### config.mk
export PLATFORM = sky130hd
export DESIGN_NAME = fan_speed_pid_controller_core
export DESIGN_NICKNAME = d
export VERILOG_FILES = /design/src/hdl/fsp_pkg.sv /design/src/hdl/fsp_div.sv /design/src/hdl/fsp_pid.sv /design/src/hdl/fan_speed_pid_controller_core.sv
export VERILOG_INCLUDE_DIRS = /design/src /design/src/hdl
export SDC_FILE = /design/constraint.sdc
export NUM_CORES = 1
export LEC_CHECK = 0
export BUFFER_PORTS_ARGS = -buffer_cell sky130_fd_sc_hd__buf_2
export CAP_MARGIN = 5
export CORE_MARGIN = 4
export CORE_UTILIZATION = 60
export CTS_BUF_LIST = sky130_fd_sc_hd__clkbuf_2 sky130_fd_sc_hd__clkbuf_4 sky130_fd_sc_hd__clkbuf_8
export CTS_CLUSTER_DIAMETER = 150
export DETAILED_ROUTE_END_ITERATION = 8
export PLACE_DENSITY = 0.79
export SLEW_MARGIN = 20
export SYNTH_ARGS = -nofsm -noshare
export SYNTH_HDL_FRONTEND = slang
export SYNTH_SLANG_ARGS = --single-unit
### constraint.sdc
create_clock -name clk -period 11 [get_ports clk]
set_clock_uncertainty 0.1 [all_clocks]
set_input_delay 3.3 -clock clk [delete_from_list [all_inputs] [get_ports clk]]
set_output_delay 3.3 -clock clk [all_outputs]
set_load 0.02 [all_outputs]
### src/hdl/assert_macros.svh
// Assertion macros shared by the fan speed controller RTL.
// No dependencies; each macro compiles away when SYNTHESIS is defined.
`ifndef ASSERT_MACROS_SVH
`define ASSERT_MACROS_SVH
`ifndef SYNTHESIS
`define FSP_ASSERT_ALWAYS(lbl, clk, rst_n, expr) \
	lbl: assert property (@(posedge clk) disable iff (!rst_n) (expr)) \
	else $error("assertion failed");
`define FSP_ASSERT_IMPLIES(lbl, clk, rst_n, ante, cons) \
	lbl: assert property (@(posedge clk) disable iff (!rst_n) (ante) |-> (cons)) \
	else $error("assertion failed");
`define FSP_ASSERT_NEXT(lbl, clk, rst_n, ante, cons) \
	lbl: assert property (@(posedge clk) disable iff (!rst_n) (ante) |=> (cons)) \
	else $error("assertion failed");
`else
`define FSP_ASSERT_ALWAYS(lbl, clk, rst_n, expr)
`define FSP_ASSERT_IMPLIES(lbl, clk, rst_n, ante, cons)
`define FSP_ASSERT_NEXT(lbl, clk, rst_n, ante, cons)
`endif
`endif

### src/hdl/fsp_pkg.sv
// Shared widths, constants, register indexes and result structs of the
// fan speed controller. No dependencies.
package fsp_pkg;

	localparam int PERIOD_BITS = 16;
	localparam int SPEED_W     = 14;
	localparam int GAIN_W      = 12;
	localparam int DUTY_W      = 16;
	localparam int COUNT_W     = 16;
	localparam int INV_W       = 3;
	localparam int ERR_W       = SPEED_W + 1;

	// tach conversion: rpm = TACH_NUM / period
	localparam int NUM_W   = 23;
	localparam logic [NUM_W-1:0] TACH_NUM = NUM_W'(4687500);
	localparam int DIV_CNT_W = $clog2(NUM_W);

	localparam int SPEED_LOW     = 100;
	localparam int SPEED_HIGH    = 10000;
	localparam int INVALID_LIMIT = 6;

	// serial multiply-accumulate widths
	localparam int TERM_W    = ERR_W + 2;
	localparam int SUM_W     = 30;
	localparam int FRAC_W    = 8;
	localparam int INC_W     = SUM_W - FRAC_W;
	localparam int ACC_W     = INC_W + 2;
	localparam int MAC_CNT_W = $clog2(GAIN_W);

	// register map
	localparam int CFG_DATA_W = 32;
	localparam int CFG_ADDR_W = 5;
	localparam int REG_IDX_W  = 3;
	localparam logic [REG_IDX_W-1:0] REG_TARGET = 3'd0;
	localparam logic [REG_IDX_W-1:0] REG_GAIN_P = 3'd1;
	localparam logic [REG_IDX_W-1:0] REG_GAIN_I = 3'd2;
	localparam logic [REG_IDX_W-1:0] REG_GAIN_D = 3'd3;
	localparam logic [REG_IDX_W-1:0] REG_OUT_MAX = 3'd4;
	localparam logic [REG_IDX_W-1:0] REG_OUT_MIN = 3'd5;

	localparam logic CMD_CAPTURE = 1'b0;
	localparam logic CMD_TICK    = 1'b1;

	localparam int RST_TARGET  = 600;
	localparam int RST_GAIN_P  = 512;
	localparam int RST_GAIN_I  = 512;
	localparam int RST_GAIN_D  = 26;
	localparam int RST_OUT_MAX = 1700;
	localparam int RST_OUT_MIN = 500;
	localparam int RST_DUTY    = 500;

	typedef struct packed {
		logic               done;
		logic               good;
		logic [SPEED_W-1:0] rpm;
	} div_res_t;

	typedef struct packed {
		logic                    done;
		logic [DUTY_W-1:0]       duty;
		logic signed [ERR_W-1:0] err;
	} pid_res_t;

endpackage

### src/hdl/fsp_div.sv
// Bit-serial restoring divider: tach numerator / period, one quotient bit
// per cycle, with range check of the result. Depends on fsp_pkg.
module fsp_div (
	input  logic                            clk,
	input  logic                            arst_n,
	input  logic                            start,
	input  logic [fsp_pkg::PERIOD_BITS-1:0] period,
	output fsp_pkg::div_res_t               res
);

	logic                              busy_q;
	logic                              done_q;
	logic [fsp_pkg::DIV_CNT_W-1:0]     cnt_q;
	logic [fsp_pkg::PERIOD_BITS-1:0]   den_q;
	logic [fsp_pkg::NUM_W-1:0]         num_q;
	logic [fsp_pkg::PERIOD_BITS:0]     rem_q;
	logic [fsp_pkg::NUM_W-1:0]         quo_q;

	logic [fsp_pkg::PERIOD_BITS:0]     rem_sh;
	logic [fsp_pkg::PERIOD_BITS:0]     den_ext;
	logic                              fits;

	assign rem_sh  = {rem_q[fsp_pkg::PERIOD_BITS-1:0], num_q[fsp_pkg::NUM_W-1]};
	assign den_ext = {1'b0, den_q};
	assign fits    = rem_sh >= den_ext;

	always_ff @(posedge clk or negedge arst_n) begin
		if (!arst_n) begin
			busy_q <= 1'b0;
			done_q <= 1'b0;
			cnt_q  <= '0;
		end else begin
			done_q <= 1'b0;
			if (start) begin
				busy_q <= 1'b1;
				cnt_q  <= fsp_pkg::DIV_CNT_W'(fsp_pkg::NUM_W - 1);
			end else if (busy_q) begin
				cnt_q <= cnt_q - 1'b1;
				if (cnt_q == '0) begin
					busy_q <= 1'b0;
					done_q <= 1'b1;
				end
			end
		end
	end

	always_ff @(posedge clk) begin
		if (start) begin
			den_q <= period;
			num_q <= fsp_pkg::TACH_NUM;
			rem_q <= '0;
			quo_q <= '0;
		end else if (busy_q) begin
			num_q <= {num_q[fsp_pkg::NUM_W-2:0], 1'b0};
			rem_q <= fits ? (rem_sh - den_ext) : rem_sh;
			quo_q <= {quo_q[fsp_pkg::NUM_W-2:0], fits};
		end
	end

	assign res.done = done_q;
	assign res.good = (quo_q > fsp_pkg::NUM_W'(fsp_pkg::SPEED_LOW)) &&
		(quo_q < fsp_pkg::NUM_W'(fsp_pkg::SPEED_HIGH));
	assign res.rpm  = quo_q[fsp_pkg::SPEED_W-1:0];

endmodule

### src/hdl/fsp_pid.sv
// Incremental PID update: gains applied one bit per cycle MSB first,
// then round toward zero and clamp of the new duty. Depends on fsp_pkg.
module fsp_pid (
	input  logic                                clk,
	input  logic                                arst_n,
	input  logic                                start,
	input  logic [fsp_pkg::SPEED_W-1:0]         target,
	input  logic [fsp_pkg::SPEED_W-1:0]         speed,
	input  logic signed [fsp_pkg::ERR_W-1:0]    err1,
	input  logic signed [fsp_pkg::ERR_W-1:0]    err2,
	input  logic [fsp_pkg::GAIN_W-1:0]          gain_p,
	input  logic [fsp_pkg::GAIN_W-1:0]          gain_i,
	input  logic [fsp_pkg::GAIN_W-1:0]          gain_d,
	input  logic [fsp_pkg::DUTY_W-1:0]          duty,
	input  logic [fsp_pkg::DUTY_W-1:0]          out_max,
	input  logic [fsp_pkg::DUTY_W-1:0]          out_min,
	output fsp_pkg::pid_res_t                   res
);

	localparam logic [1:0] P_IDLE  = 2'd0;
	localparam logic [1:0] P_MAC   = 2'd1;
	localparam logic [1:0] P_ROUND = 2'd2;
	localparam logic [1:0] P_CLAMP = 2'd3;

	logic [1:0]                         state_q;
	logic [fsp_pkg::MAC_CNT_W-1:0]      cnt_q;
	logic                               done_q;
	logic signed [fsp_pkg::ERR_W-1:0]   err_q;
	logic [fsp_pkg::GAIN_W-1:0]         gp_q;
	logic [fsp_pkg::GAIN_W-1:0]         gi_q;
	logic [fsp_pkg::GAIN_W-1:0]         gd_q;
	logic signed [fsp_pkg::SUM_W-1:0]   sum_q;
	logic signed [fsp_pkg::INC_W-1:0]   inc_q;
	logic [fsp_pkg::DUTY_W-1:0]         duty_q;

	logic signed [fsp_pkg::ERR_W-1:0]   err_new;
	logic signed [fsp_pkg::TERM_W-1:0]  term;
	logic signed [fsp_pkg::SUM_W-1:0]   sum_adj;
	logic signed [fsp_pkg::ACC_W-1:0]   acc;
	logic signed [fsp_pkg::ACC_W-1:0]   max_ext;
	logic signed [fsp_pkg::ACC_W-1:0]   min_ext;
	logic [fsp_pkg::DUTY_W-1:0]         duty_new;

	assign err_new = $signed({1'b0, target}) - $signed({1'b0, speed});

	always_comb begin
		term = '0;
		if (gp_q[fsp_pkg::GAIN_W-1])
			term = term + {{2{err_q[fsp_pkg::ERR_W-1]}}, err_q};
		if (gi_q[fsp_pkg::GAIN_W-1])
			term = term - {{2{err1[fsp_pkg::ERR_W-1]}}, err1};
		if (gd_q[fsp_pkg::GAIN_W-1])
			term = term + {{2{err2[fsp_pkg::ERR_W-1]}}, err2};
	end

	// truncate toward zero: bias negative sums before the shift
	assign sum_adj = sum_q + (sum_q[fsp_pkg::SUM_W-1] ?
		fsp_pkg::SUM_W'((1 << fsp_pkg::FRAC_W) - 1) : fsp_pkg::SUM_W'(0));

	assign acc = $signed({{(fsp_pkg::ACC_W - fsp_pkg::DUTY_W){1'b0}}, duty}) +
		$signed({{(fsp_pkg::ACC_W - fsp_pkg::INC_W){inc_q[fsp_pkg::INC_W-1]}}, inc_q});
	assign max_ext = $signed({{(fsp_pkg::ACC_W - fsp_pkg::DUTY_W){1'b0}}, out_max});
	assign min_ext = $signed({{(fsp_pkg::ACC_W - fsp_pkg::DUTY_W){1'b0}}, out_min});

	always_comb begin
		if (acc > max_ext)
			duty_new = out_max;
		else if (acc < min_ext)
			duty_new = out_min;
		else
			duty_new = acc[fsp_pkg::DUTY_W-1:0];
	end

	always_ff @(posedge clk or negedge arst_n) begin
		if (!arst_n) begin
			state_q <= P_IDLE;
			cnt_q   <= '0;
			done_q  <= 1'b0;
		end else begin
			done_q <= 1'b0;
			case (state_q)
				P_IDLE: begin
					if (start) begin
						state_q <= P_MAC;
						cnt_q   <= fsp_pkg::MAC_CNT_W'(fsp_pkg::GAIN_W - 1);
					end
				end
				P_MAC: begin
					cnt_q <= cnt_q - 1'b1;
					if (cnt_q == '0)
						state_q <= P_ROUND;
				end
				P_ROUND: state_q <= P_CLAMP;
				P_CLAMP: begin
					state_q <= P_IDLE;
					done_q  <= 1'b1;
				end
				default: state_q <= P_IDLE;
			endcase
		end
	end

	always_ff @(posedge clk) begin
		if (state_q == P_IDLE && start) begin
			err_q <= err_new;
			gp_q  <= gain_p;
			gi_q  <= gain_i;
			gd_q  <= gain_d;
			sum_q <= '0;
		end else if (state_q == P_MAC) begin
			gp_q  <= {gp_q[fsp_pkg::GAIN_W-2:0], 1'b0};
			gi_q  <= {gi_q[fsp_pkg::GAIN_W-2:0], 1'b0};
			gd_q  <= {gd_q[fsp_pkg::GAIN_W-2:0], 1'b0};
			sum_q <= {sum_q[fsp_pkg::SUM_W-2:0], 1'b0} +
				{{(fsp_pkg::SUM_W - fsp_pkg::TERM_W){term[fsp_pkg::TERM_W-1]}}, term};
		end
		if (state_q == P_ROUND)
			inc_q <= sum_adj[fsp_pkg::SUM_W-1:fsp_pkg::FRAC_W];
		if (state_q == P_CLAMP)
			duty_q <= duty_new;
	end

	assign res.done = done_q;
	assign res.duty = duty_q;
	assign res.err  = err_q;

endmodule

### src/hdl/fan_speed_pid_controller_core.sv
// Fan speed controller top level: tach capture to RPM, incremental PID duty
// update, APB register file. Depends on fsp_pkg, fsp_div, fsp_pid and assert_macros.svh.
//
// One word in, one word out. A capture word (cmd 0) goes through the 23-step
// bit-serial divider that turns the period into RPM; a zero period skips the
// divider. A tick word (cmd 1) goes through the 12-step bit-serial gain
// multiply plus round and clamp. One word is in work at a time; the result
// sits in an output register, so a new word is taken while the last result
// waits.
module fan_speed_pid_controller_core (
	input  logic                                clk,
	input  logic                                arst_n,
	input  logic                                item_valid,
	output logic                                item_ready,
	input  logic                                cmd,
	input  logic [fsp_pkg::PERIOD_BITS-1:0]     capture_period,
	output logic                                result_valid,
	input  logic                                result_ready,
	output logic [fsp_pkg::DUTY_W-1:0]          pwm_duty,
	output logic                                fan_enable,
	output logic                                speed_ok,
	output logic [fsp_pkg::SPEED_W-1:0]         measured_speed,
	output logic [fsp_pkg::COUNT_W-1:0]         capture_count,
	input  logic                                psel,
	input  logic                                penable,
	input  logic                                pwrite,
	input  logic [fsp_pkg::CFG_ADDR_W-1:0]      paddr,
	input  logic [fsp_pkg::CFG_DATA_W-1:0]      pwdata,
	output logic [fsp_pkg::CFG_DATA_W-1:0]      prdata,
	output logic                                pready
);

`include "assert_macros.svh"

	localparam logic [1:0] ST_IDLE = 2'd0;
	localparam logic [1:0] ST_DIV  = 2'd1;
	localparam logic [1:0] ST_PID  = 2'd2;
	localparam logic [1:0] ST_OUT  = 2'd3;

	logic [1:0]                           state_q;

	logic [fsp_pkg::SPEED_W-1:0]          target_q;
	logic [fsp_pkg::GAIN_W-1:0]           gain_p_q;
	logic [fsp_pkg::GAIN_W-1:0]           gain_i_q;
	logic [fsp_pkg::GAIN_W-1:0]           gain_d_q;
	logic [fsp_pkg::DUTY_W-1:0]           out_max_q;
	logic [fsp_pkg::DUTY_W-1:0]           out_min_q;

	logic [fsp_pkg::SPEED_W-1:0]          speed_q;
	logic [fsp_pkg::DUTY_W-1:0]           duty_q;
	logic signed [fsp_pkg::ERR_W-1:0]     err1_q;
	logic signed [fsp_pkg::ERR_W-1:0]     err2_q;
	logic [fsp_pkg::INV_W-1:0]            inv_q;
	logic                                 ok_q;
	logic [fsp_pkg::COUNT_W-1:0]          count_q;

	logic                                 res_valid_q;
	logic [fsp_pkg::DUTY_W-1:0]           res_duty_q;
	logic                                 res_en_q;
	logic                                 res_ok_q;
	logic [fsp_pkg::SPEED_W-1:0]          res_speed_q;
	logic [fsp_pkg::COUNT_W-1:0]          res_count_q;

	logic                                 accept;
	logic                                 is_capture;
	logic                                 zero_period;
	logic                                 div_start;
	logic                                 pid_start;
	logic                                 cap_fin;
	logic                                 cap_good;
	logic                                 out_load;
	logic                                 cfg_wr;
	logic [fsp_pkg::REG_IDX_W-1:0]        cfg_idx;

	fsp_pkg::div_res_t                    div_res;
	fsp_pkg::pid_res_t                    pid_res;

	assign item_ready  = (state_q == ST_IDLE);
	assign accept      = item_valid && item_ready;
	assign is_capture  = (cmd == fsp_pkg::CMD_CAPTURE);
	assign zero_period = (capture_period == '0);
	assign div_start   = accept && is_capture && !zero_period;
	assign pid_start   = accept && (cmd == fsp_pkg::CMD_TICK);
	assign cap_fin     = (accept && is_capture && zero_period) ||
		(state_q == ST_DIV && div_res.done);
	assign cap_good    = (state_q == ST_DIV) && div_res.good;
	assign out_load    = (state_q == ST_OUT) && (!res_valid_q || result_ready);

	fsp_div u_div (
		.clk    (clk),
		.arst_n (arst_n),
		.start  (div_start),
		.period (capture_period),
		.res    (div_res)
	);

	fsp_pid u_pid (
		.clk     (clk),
		.arst_n  (arst_n),
		.start   (pid_start),
		.target  (target_q),
		.speed   (speed_q),
		.err1    (err1_q),
		.err2    (err2_q),
		.gain_p  (gain_p_q),
		.gain_i  (gain_i_q),
		.gain_d  (gain_d_q),
		.duty    (duty_q),
		.out_max (out_max_q),
		.out_min (out_min_q),
		.res     (pid_res)
	);

	always_ff @(posedge clk or negedge arst_n) begin
		if (!arst_n) begin
			state_q <= ST_IDLE;
		end else begin
			case (state_q)
				ST_IDLE: begin
					if (accept) begin
						if (!is_capture)
							state_q <= ST_PID;
						else if (zero_period)
							state_q <= ST_OUT;
						else
							state_q <= ST_DIV;
					end
				end
				ST_DIV: if (div_res.done) state_q <= ST_OUT;
				ST_PID: if (pid_res.done) state_q <= ST_OUT;
				ST_OUT: if (out_load) state_q <= ST_IDLE;
				default: state_q <= ST_IDLE;
			endcase
		end
	end

	// controller state
	always_ff @(posedge clk or negedge arst_n) begin
		if (!arst_n) begin
			speed_q <= '0;
			duty_q  <= fsp_pkg::DUTY_W'(fsp_pkg::RST_DUTY);
			err1_q  <= '0;
			err2_q  <= '0;
			inv_q   <= '0;
			ok_q    <= 1'b0;
			count_q <= '0;
		end else begin
			if (accept && is_capture)
				count_q <= count_q + 1'b1;
			if (cap_fin) begin
				if (cap_good) begin
					speed_q <= div_res.rpm;
					ok_q    <= 1'b1;
					inv_q   <= '0;
				end else if (inv_q >= fsp_pkg::INV_W'(fsp_pkg::INVALID_LIMIT)) begin
					inv_q <= '0;
					ok_q  <= 1'b0;
				end else begin
					inv_q <= inv_q + 1'b1;
				end
			end
			if (state_q == ST_PID && pid_res.done) begin
				duty_q <= pid_res.duty;
				err2_q <= err1_q;
				err1_q <= pid_res.err;
			end
		end
	end

	// register file
	assign cfg_wr  = psel && penable && pwrite;
	assign cfg_idx = paddr[fsp_pkg::CFG_ADDR_W-1:2];
	assign pready  = 1'b1;

	always_ff @(posedge clk or negedge arst_n) begin
		if (!arst_n) begin
			target_q  <= fsp_pkg::SPEED_W'(fsp_pkg::RST_TARGET);
			gain_p_q  <= fsp_pkg::GAIN_W'(fsp_pkg::RST_GAIN_P);
			gain_i_q  <= fsp_pkg::GAIN_W'(fsp_pkg::RST_GAIN_I);
			gain_d_q  <= fsp_pkg::GAIN_W'(fsp_pkg::RST_GAIN_D);
			out_max_q <= fsp_pkg::DUTY_W'(fsp_pkg::RST_OUT_MAX);
			out_min_q <= fsp_pkg::DUTY_W'(fsp_pkg::RST_OUT_MIN);
		end else if (cfg_wr) begin
			case (cfg_idx)
				fsp_pkg::REG_TARGET:  target_q  <= pwdata[fsp_pkg::SPEED_W-1:0];
				fsp_pkg::REG_GAIN_P:  gain_p_q  <= pwdata[fsp_pkg::GAIN_W-1:0];
				fsp_pkg::REG_GAIN_I:  gain_i_q  <= pwdata[fsp_pkg::GAIN_W-1:0];
				fsp_pkg::REG_GAIN_D:  gain_d_q  <= pwdata[fsp_pkg::GAIN_W-1:0];
				fsp_pkg::REG_OUT_MAX: out_max_q <= pwdata[fsp_pkg::DUTY_W-1:0];
				fsp_pkg::REG_OUT_MIN: out_min_q <= pwdata[fsp_pkg::DUTY_W-1:0];
				default: ;
			endcase
		end
	end

	always_comb begin
		case (cfg_idx)
			fsp_pkg::REG_TARGET:  prdata = fsp_pkg::CFG_DATA_W'(target_q);
			fsp_pkg::REG_GAIN_P:  prdata = fsp_pkg::CFG_DATA_W'(gain_p_q);
			fsp_pkg::REG_GAIN_I:  prdata = fsp_pkg::CFG_DATA_W'(gain_i_q);
			fsp_pkg::REG_GAIN_D:  prdata = fsp_pkg::CFG_DATA_W'(gain_d_q);
			fsp_pkg::REG_OUT_MAX: prdata = fsp_pkg::CFG_DATA_W'(out_max_q);
			fsp_pkg::REG_OUT_MIN: prdata = fsp_pkg::CFG_DATA_W'(out_min_q);
			default:              prdata = '0;
		endcase
	end

	// output register
	always_ff @(posedge clk or negedge arst_n) begin
		if (!arst_n) begin
			res_valid_q <= 1'b0;
		end else if (out_load) begin
			res_valid_q <= 1'b1;
		end else if (result_ready) begin
			res_valid_q <= 1'b0;
		end
	end

	always_ff @(posedge clk) begin
		if (out_load) begin
			res_duty_q  <= duty_q;
			res_en_q    <= (target_q != '0);
			res_ok_q    <= ok_q;
			res_speed_q <= speed_q;
			res_count_q <= count_q;
		end
	end

	assign result_valid   = res_valid_q;
	assign pwm_duty       = res_duty_q;
	assign fan_enable     = res_en_q;
	assign speed_ok       = res_ok_q;
	assign measured_speed = res_speed_q;
	assign capture_count  = res_count_q;

	`FSP_ASSERT_ALWAYS(a_inv_bound, clk, arst_n, inv_q <= fsp_pkg::INV_W'(fsp_pkg::INVALID_LIMIT))
	`FSP_ASSERT_IMPLIES(a_ok_speed, clk, arst_n, ok_q, (speed_q > fsp_pkg::SPEED_W'(fsp_pkg::SPEED_LOW)) && (speed_q < fsp_pkg::SPEED_W'(fsp_pkg::SPEED_HIGH)))
	`FSP_ASSERT_ALWAYS(a_one_unit, clk, arst_n, !(div_res.done && pid_res.done))
	`FSP_ASSERT_NEXT(a_busy_after_accept, clk, arst_n, item_valid && item_ready, !item_ready)

endmodule
==> reports/metrics.csv <==
metric,value,unit
run status,completed,
PD cells,136.1,mW/mm2
Cells after Synth,2325,
TritonCTS clock tree,yes,
Starting Density,0.6065,
IO Count,144,
"Seq/Total Area, Yosys",0.4665,
Crit path arrival time,5.40,ns
Max Fanout on Critical Path,31,
Worst Setup End Kind,output pin,
Worst Max-Slew Pin Slew,1.021,ns
# diodes,0,
Gate power share,0.081,
Clock transition at path regs,0.05,ns
R2R setup slack,3.45,ns
synthesized flop and latch total,422,
number of global-route vias before repair,17625,
nets@finish,2674,
Mean Syn Cell Area,10.06,um2
Sink Count,422,
reg2reg path depth,30,
most frequent cells after synthesis,"295 x nand2_1, 169 x nor2_1, 166 x ha_1, 162 x o21ai_0",
"EDFF count, synth",153,
Placed Instances,2884,
Slew Limit Fails,0,
Port Buffers,108,
Int Power,2.655,mW
critical path startpoint category,input pin,
Area growth syn-to-layout,10.62,%
Avg WL per Cell,17.73,um
Hold Path Depth,1,
RSZ-0062 raised after global routing,no,
Ys Warns,0,
required time worst endpoint,7.60,ns
Fin. Hold Viols,0,
Final Setup Violations,0,
Antenna Nets Post-Route,0,
Final GP Congestion,0.9225,
Chip Width,205.4,um
Sum Neg Setup Slack,0,ns
Net Switching,865.2,uW
synth unique cells,87,
final worst slack,2.199,ns
post-synth top area cell,edfxtp_1,
largest net degree at the start of global routing,106,
Post CTS Setup Buffer Count,0,
Mapped Area,0.02338,mm2
pre-CTS WS,2.252,ns
all-layer global routing usage,0.2554,
LEAKAGE,11.33,nW
Crit Path Category,input pin to output pin,
Root Buffer,clkbuf_8,
share of cells above drive strength 1,0.1681,
Net Sw Frac,0.2458,
Clk pwr share,0.415,
crit share post-route,0.8001,
via-per-instance ratio,5.838,
Layout Cells excl Fill,3017,
CTS Buffer Depth,3,
slew margin rel.,0.3191,
core area,0.03856,mm2
initial DRC count,1214,
die span in y,205.4,um
fill cell count,2980,
Post-synth ARST share,0.4242,
hold buffer count at cts,0,
worst skew pair latency,0.62,ns
Max Cap Viol,0,
worst hold path type,flip-flop to flip-flop,
PostCTS Resize Cnt,0,
routed vias,17614,
Reg power frac,0.504,
Detailed Route WL,53490,um
achievable frequency,113.6,MHz
Overflow after GRT,0,
Yosys top cell area share,0.1965,
DRC,0,
Pre-antenna DRT Iters,5,
Worst VDD drop,0.1406,mV
Max H-tree Level,3,
minimum clock period,8.801,ns
first-pass GRT wire length,88240,um
initial antenna violation count,1,
most common cell in the netlist,nand2_1,
die area,0.04220,mm2
TritonCTS Buffers,72,
std cell rows,72,
Synth Flop Type,edfxtp_1,
Synth area leaders,"edfxtp_1 20%, dfrtp_1 16%, ha_1 8.9%",
dpl hpwl,38110,um
per-layer routing:
| layer | up-vias | global-route usage | part of all wire |
|---|---|---|---|
| li1 | 8494 | - | - |
| met4 | 0 | 0.09306 | 0.033 |
| met5 | - | 0 | 0 |
| met3 | 113 | 0.04460 | 0.054 |
| met2 | 483 | 0.4157 | 0.47 |
| met1 | 8524 | 0.3465 | 0.45 |
critical path: stages:
cell	delay, ns
buf_2	0.64
clkinv_1	0.48
nor2_1	0.29
nand2_1	0.11
o221ai_1	0.34
buf_2	0.24
power by group through the flow:
stage	clock network, mW	logic [mW]	registers [mW]
final	1.46	0.286	1.77
after global routing	1.58	0.319	1.78
after CTS	1.50	0.282	1.77
after detailed placement	0	0.279	1.80
after global placement	0	0.269	1.80
after floorplan	0	0.202	1.77
state kept, by name (all words and copies together), names as in the netlist, 21 cells and up:
name         flops
u_div.quo_q     23
u_pid.sum_q     30
u_pid.inc_q     22
u_div.num_q     21
final cells by class:
class,instances,area [um2],area share
timing repair buffer,125,694.4,0.02685
inverter,145,544.3,0.02104
tap,518,648.1,0.02506
clock inverter,15,110.1,0.004257
clock buffer,117,1398,0.05403
multi-input combinational,1675,11560,0.4470
sequential,422,10910,0.4218
cells in the final DEF (no fill, tap or decap), types with 17 or more instances in the layout:
cell type / n
o21ai_0: 162
nand2b_1: 17
dfrtp_1: 152
xor2_1: 35
nor2b_1: 22
dfstp_2: 26
mux2i_1: 88
edfxtp_1: 153
a211oi_1: 19
ha_1: 165
o21a_1: 24
inv_1: 143
a21oi_1: 116
mux2_2: 103
nand2_1: 294
a31oi_1: 22
buf_2: 107
clkbuf_8: 83
nor4_1: 18
nor3_1: 34
conb_1: 17
dfxtp_1: 90
clkbuf_4: 34
nand3_1: 44
a21o_1: 41
nor2_1: 169
xnor2_1: 81
nand4_1: 20
metrics by stage:
step	power (mW)	hold WS [ns]	util	cell area, um2
after floorplan	1.969	0.3249	-	23440
after global placement	2.065	0.3419	0.6310	24330
after detailed placement	2.079	0.3509	0.6310	24330
after CTS	3.548	0.3569	0.6701	25840
after global routing	3.675	0.3750	0.6709	25870
final	3.520	0.3536	0.6709	25870
final timing paths:
check	start	to
setup reg to reg	u_pid.gp_q[11]	u_pid.sum_q[28]
hold reg to reg	u_div.num_q[2]	u_div.num_q[2]
min in group asynchronous	arst_n	duty_q[15]
max in group asynchronous	arst_n	count_q[11]
setup / recovery	paddr[2]	prdata[2]
hold / removal	u_div.num_q[2]	u_div.num_q[2]
cell families (layout without fill, tap and decap cells):
family | after synthesis | after routing | share of synthesized area
compound gates | 484 | 484 | 0.1289
fa+ha+maj | 172 | 172 | 0.09396
other cells | 2 | 17 | 0.0003212
mux | 194 | 194 | 0.09016
flops | 422 | 422 | 0.4665
simple gates | 691 | 691 | 0.1334
buf+inv | 243 | 402 | 0.04227
xor+xnor | 117 | 117 | 0.04446
Power figures use the tool's default switching activity.
